`config.mk`:
```
export PLATFORM = sky130hd
export DESIGN_NAME = bbp_rot_cell
export DESIGN_NICKNAME = d
export VERILOG_FILES = /design/src/sv/bbp_pkg.sv /design/src/sv/bbp_rot_cell.sv
export SDC_FILE = /design/constraint.sdc
export NUM_CORES = 1
export LEC_CHECK = 0
export BUFFER_PORTS_ARGS = -buffer_cell sky130_fd_sc_hd__buf_2
export CAP_MARGIN = 15
export CORE_ASPECT_RATIO = 1.5
export CORE_UTILIZATION = 35
export CTS_CLUSTER_DIAMETER = 200
export DETAILED_ROUTE_END_ITERATION = 10
export PLACE_DENSITY_LB_ADDON = 0.1
export RECOVER_POWER = 100
export SYNTH_ARGS = -nofsm -noshare
export SYNTH_HDL_FRONTEND = slang
export SYNTH_SLANG_ARGS = --single-unit
export TNS_END_PERCENT = 1
```
`constraint.sdc`:
```
create_clock -name clock -period 5.6 [get_ports clock]
set_clock_uncertainty 0.15 [all_clocks]
set_input_delay 0.56 -clock clock [delete_from_list [all_inputs] [get_ports clock]]
set_output_delay 0.56 -clock clock [all_outputs]
set_load 0.005 [all_outputs]
```
`src/sv/bbp_pkg.sv`:
```
// Shared types, widths and constants for the bearing pipeline.
// No dependencies; every other file refers to it by scoped names.
`timescale 1ns / 1ps

package bbp_pkg;

   // Port field widths
   localparam int LAT_W  = 31;
   localparam int LON_W  = 32;
   localparam int BEAR_W = 25;

   // Internal widths
   localparam int ANG_W  = 34;   // binary angle, 2^32 units per turn, with headroom
   localparam int ROT_W  = 34;   // cosine CORDIC x/y in Q30
   localparam int VEC_W  = 53;   // atan2 CORDIC x/y
   localparam int DLON_W = 33;   // longitude difference magnitude
   localparam int DY_W   = 48;   // latitude difference scaled by 2^16
   localparam int COS_W  = 31;   // clamped cosine, 0 .. 2^30
   localparam int MAG_W  = 50;   // |dx| after the cosine product
   localparam int ATAN_W = 30;

   // Constants
   localparam logic signed [ROT_W-1:0] GAIN_Q30     = 34'sd652032874;
   localparam logic signed [ROT_W-1:0] COS_ONE      = 34'sd1073741824;
   localparam logic signed [ANG_W-1:0] QUARTER_TURN = 34'sd1073741824;
   localparam logic signed [ANG_W-1:0] HALF_TURN    = 34'sd2147483648;
   localparam logic [BEAR_W-1:0]       FULL_CIRCLE  = 25'd23592960;
   localparam logic [15:0]             DEG_TURN_LO  = 16'hC16C;    // low part of 6108397932
   localparam logic [16:0]             DEG_TURN_HI  = 17'h16C16;   // high part
   localparam int                      DEG_FULL     = 360;
   localparam int                      DEG_HALF     = 180;
   localparam int                      DEG_QUARTER  = 90;

   // atan(2^-i) as binary angles
   localparam logic [ATAN_W-1:0] ATAN_TABLE [32] = '{
      30'h20000000, 30'h12E4051E, 30'h09FB385B, 30'h051111D4, 30'h028B0D43,
      30'h0145D7E1, 30'h00A2F61E, 30'h00517C55, 30'h0028BE53, 30'h00145F2F,
      30'h000A2F98, 30'h000517CC, 30'h00028BE6, 30'h000145F3, 30'h0000A2FA,
      30'h0000517D, 30'h000028BE, 30'h0000145F, 30'h00000A30, 30'h00000518,
      30'h0000028C, 30'h00000146, 30'h000000A3, 30'h00000051, 30'h00000029,
      30'h00000014, 30'h0000000A, 30'h00000005, 30'h00000003, 30'h00000001,
      30'h00000001, 30'h00000000
   };

endpackage

```
`src/sv/bbp_rot_cell.sv`:
```
// One rotation-mode CORDIC stage for the cosine of the start latitude.
// Depends on bbp_pkg for widths and the arctangent table.
`timescale 1ns / 1ps

module bbp_rot_cell #(
   parameter int STAGE  = 0,
   parameter int SIDE_W = 1
) (
   input  logic                              clock,
   input  logic                              enable,
   input  logic signed [bbp_pkg::ROT_W-1:0]  x_i,
   input  logic signed [bbp_pkg::ROT_W-1:0]  y_i,
   input  logic signed [bbp_pkg::ANG_W-1:0]  z_i,
   input  logic        [SIDE_W-1:0]          side_i,
   output logic signed [bbp_pkg::ROT_W-1:0]  x_o,
   output logic signed [bbp_pkg::ROT_W-1:0]  y_o,
   output logic signed [bbp_pkg::ANG_W-1:0]  z_o,
   output logic        [SIDE_W-1:0]          side_o
);

   localparam logic signed [bbp_pkg::ANG_W-1:0] ATAN =
      bbp_pkg::ANG_W'(bbp_pkg::ATAN_TABLE[STAGE]);

   logic signed [bbp_pkg::ROT_W-1:0] x_ff, y_ff, x_in, y_in;
   logic signed [bbp_pkg::ANG_W-1:0] z_ff, z_in;
   logic        [SIDE_W-1:0]         side_ff;

   // rotate toward zero residual angle
   always_comb begin
      if (!z_i[bbp_pkg::ANG_W-1]) begin
         x_in = x_i - (y_i >>> STAGE);
         y_in = y_i + (x_i >>> STAGE);
         z_in = z_i - ATAN;
      end else begin
         x_in = x_i + (y_i >>> STAGE);
         y_in = y_i - (x_i >>> STAGE);
         z_in = z_i + ATAN;
      end
   end

   always_ff @(posedge clock) begin
      if (enable) begin
         x_ff    <= x_in;
         y_ff    <= y_in;
         z_ff    <= z_in;
         side_ff <= side_i;
      end
   end

   assign x_o    = x_ff;
   assign y_o    = y_ff;
   assign z_o    = z_ff;
   assign side_o = side_ff;

endmodule

```
==> summary.md <==
| Metric | Value |
|---|---|
| Status | finished, violations left |
| Failing checks | capacitance limit, slew limit |
| Critical path peak fanout | 52 |
| Req. time, crit path | 5.43 ns |
| Ys Warns | 0 |
| Post-Synthesis Cell Area | 8982 µm² |
| Nets | approximately 1,400 |
| Worst path bufs/invs | 2 |
| Async SR Flop Fraction | 0% |
| Min cycle time layout | 4.182 ns |
| DIE AREA | 26,320 µm² |
| Fillers | 2,599 |
| Storage element area | 3063 µm² |
| Router iterations before antenna repair | 5 |
| Ant diodes | 0 |
| Final WL | 29,030 µm |
| Cts hold-fix bufs | 0 |
| Crit path largest cell delay | 2.16 ns |
| Vias in the first global route | 7,819 |
| Footprint of the multi-input gates | between 5000 and 6000 µm² |
| Placement Setup Slack | 1.727 ns |
| Final ANT Viol Nets | 0 |
| Io pins | between 200 and 250 |
| Layout cells sized above 1 | 14.73% |
| Post-synth cell types | 80 |
| Crit path launch type | primary input |
| Number of setup buffers added after CTS | 0 |
| Average size of a mapped cell | 8.955 µm² |
| Vias per cell | 5.294 |
| Longest Clk Path Bufs | 2 |
| Sum of negative setup slack | 0 ns |
| Cell family with most CP delay | buffers and inverters |
| Kind of critical path | in -> reg |
| Fmax | between 200 and 250 MHz |
| Fin util | around 41% |
| P per Cell Area | 243.3 nW/µm² |
| Initial antenna violation count | 0 |
| Crit path DAT | 4.01 ns |
| Cell Count, Final, Fillers Out | 1,516 |
| Critical path depth in cells | 2 |
| Critical Path End Type | register |
| Leakage power | 4.464 nW |
| DR WL/cell | 19.15 µm |
| Commonest non-fill, non-tap cell in the layout | buf_2 |
| Clock Pin Slew Worst Setup and Hold Paths | approximately 0.080 ns |
| Worst path slowest cell | clkbuf_1 |
| Die span in y | 198.2 µm |
| PortBufs | 207 |
| WHS Path Cells | 1 |
| Peak VDD IR | between 0.0001 and 0.00015 V |
| GRT overflow | 0 |
| Post-synth EDFFs | 102 |
| Die X | 132.8 µm |
| Final cycle utilization of the critical path | 74.68% |
| Register area share after synthesis | 34.10% |
| Total Routing Usage GR | 21.95% |
| Commonest cells after routing, fill and taps aside | buf_2 (141), a21oi_1 (117), inv_1 (108) |
| WHS | 0.2122 ns |
| Worst Hold Class | in -> reg |
| Largest net degree at the start of global routing | 57 |
| P&R area growth vs syn | 15.92% |
| Tot Pwr | approximately 2.5 mW |
| Syn_nets | 1,215 |
| Max_cap viols | 2 |
| DP Cell Count | ~1,500 |
| Design Area, Final | around 10,000 µm² |
| Post-CTS sizing | 0 |
| CTS Buf Count | 9 |
| FP Rows | between 70 and 80 |
| Setup violations, final | 0 |
| Hpwl dp | 23,160 µm |
| Vias | about 8,000 |
| Top_reg_cell synth | edfxtp_1 |
| Root buf cell | clkbuf_16 |
| Setup ws final | 1.418 ns |
| Htree depth | 3 |
| RSZ-0062 raised after global routing | no |
| Placed Area | 10,280 µm² |
| CTS tree | done |
| Remaining DRCs | 0 |
| Initial Util | 35.73% |
| Crit-path cells | clkbuf_1 -> clkbuf_2 |
| TritonCTS Sinks | 102 |
| Max Slew Vio Count | 86 |
| Area of the core | 25,140 µm² |
| Cells after synthesis | ~1,000 |
| Initial DRC count | roughly 510 |
| First-pass GRT wire length | 43,990 µm |
| Gpl congestion | 0.9039 |
| Final Hold Violating Endpoints | 0 |
| Worst Max-Slew Pin Slew | 3.112 ns |
| Headroom to the max-slew limit | -107.4% |
| Synth Register Bits | 102 |
-- final timing paths --
kind	from	endpoint	slack (ns)
setup / recovery	enable	x_o[0]	1.42
hold / removal	z_i[6]	z_o[6]	0.21
-- state kept, by name (all words and copies together), names as in the netlist --
name / flops
z_o: 34
side_o: 1
x_o: 34
y_o: 33
-- cells in the mapped netlist, types with 5 or more instances --
| cell | number | area, µm² |
|---|---|---|
| xor2_1 | 9 | 78.83 |
| nor2_1 | 79 | 296.5 |
| o21a_1 | 8 | 60.06 |
| nand2_1 | 44 | 165.2 |
| edfxtp_1 | 102 | 3063 |
| and3_1 | 5 | 31.28 |
| nand2b_1 | 16 | 100.1 |
| inv_1 | 108 | 405.4 |
| nor3_1 | 19 | 95.09 |
| o21bai_1 | 13 | 97.59 |
| o21ai_0 | 76 | 380.4 |
| xnor2_1 | 59 | 516.8 |
| a21oi_1 | 117 | 585.6 |
| o31ai_1 | 10 | 75.07 |
| o211ai_1 | 7 | 52.55 |
| or3_1 | 5 | 31.28 |
| nor4_1 | 7 | 43.79 |
| nand4_1 | 10 | 62.56 |
| nor2b_1 | 12 | 75.07 |
| a211oi_1 | 10 | 75.07 |
| a21o_1 | 17 | 127.6 |
| nand3_1 | 25 | 125.1 |
| ha_1 | 103 | 1289 |
| mux2i_1 | 10 | 100.1 |
| a31oi_1 | 9 | 56.30 |
| buf_2 | 11 | 55.05 |
| clkbuf_1 | 24 | 90.09 |
-- layer usage --
| layer | vias to the layer above | part of all wire (%) | track usage [%] |
|---|---|---|---|
| li1 | 3924 | - | - |
| met1 | 3790 | 39 | 24.18 |
| met2 | 260 | 54 | 42.20 |
| met3 | 52 | 3.7 | 2.714 |
| met4 | 0 | 3.4 | 8.387 |
| met5 | - | 0 | 0 |
-- layout make-up --
cell class,count,share of cell area [%]
Tap cell,328,3.941
Clock buffer,9,2.163
Inverter,112,4.037
Clock inverter,7,0.6248
Multi-Input combinational cell,746,50.40
Timing Repair Buffer,212,9.421
Sequential cell,102,29.42
-- cells by family (layout without fill, tap and decap cells) --
logic type | after synthesis | after routing | synth area share (%)
DFF | 102 | 102 | 34.10
and+or+nand+nor | 240 | 240 | 13.14
buffers and inverters | 155 | 340 | 6.811
AOI/OAI and AO/OA | 321 | 321 | 22.97
muxes | 10 | 10 | 1.114
adders and majority gates | 107 | 107 | 15.24
xor gates and xnor gates | 68 | 68 | 6.631
-- power breakdown --
group          switching [mW]  internal [mW]
Clock                   0.334          0.314
Sequential             0.0316          0.986
Combinational           0.537          0.332
Power figures use the tool's default switching activity.
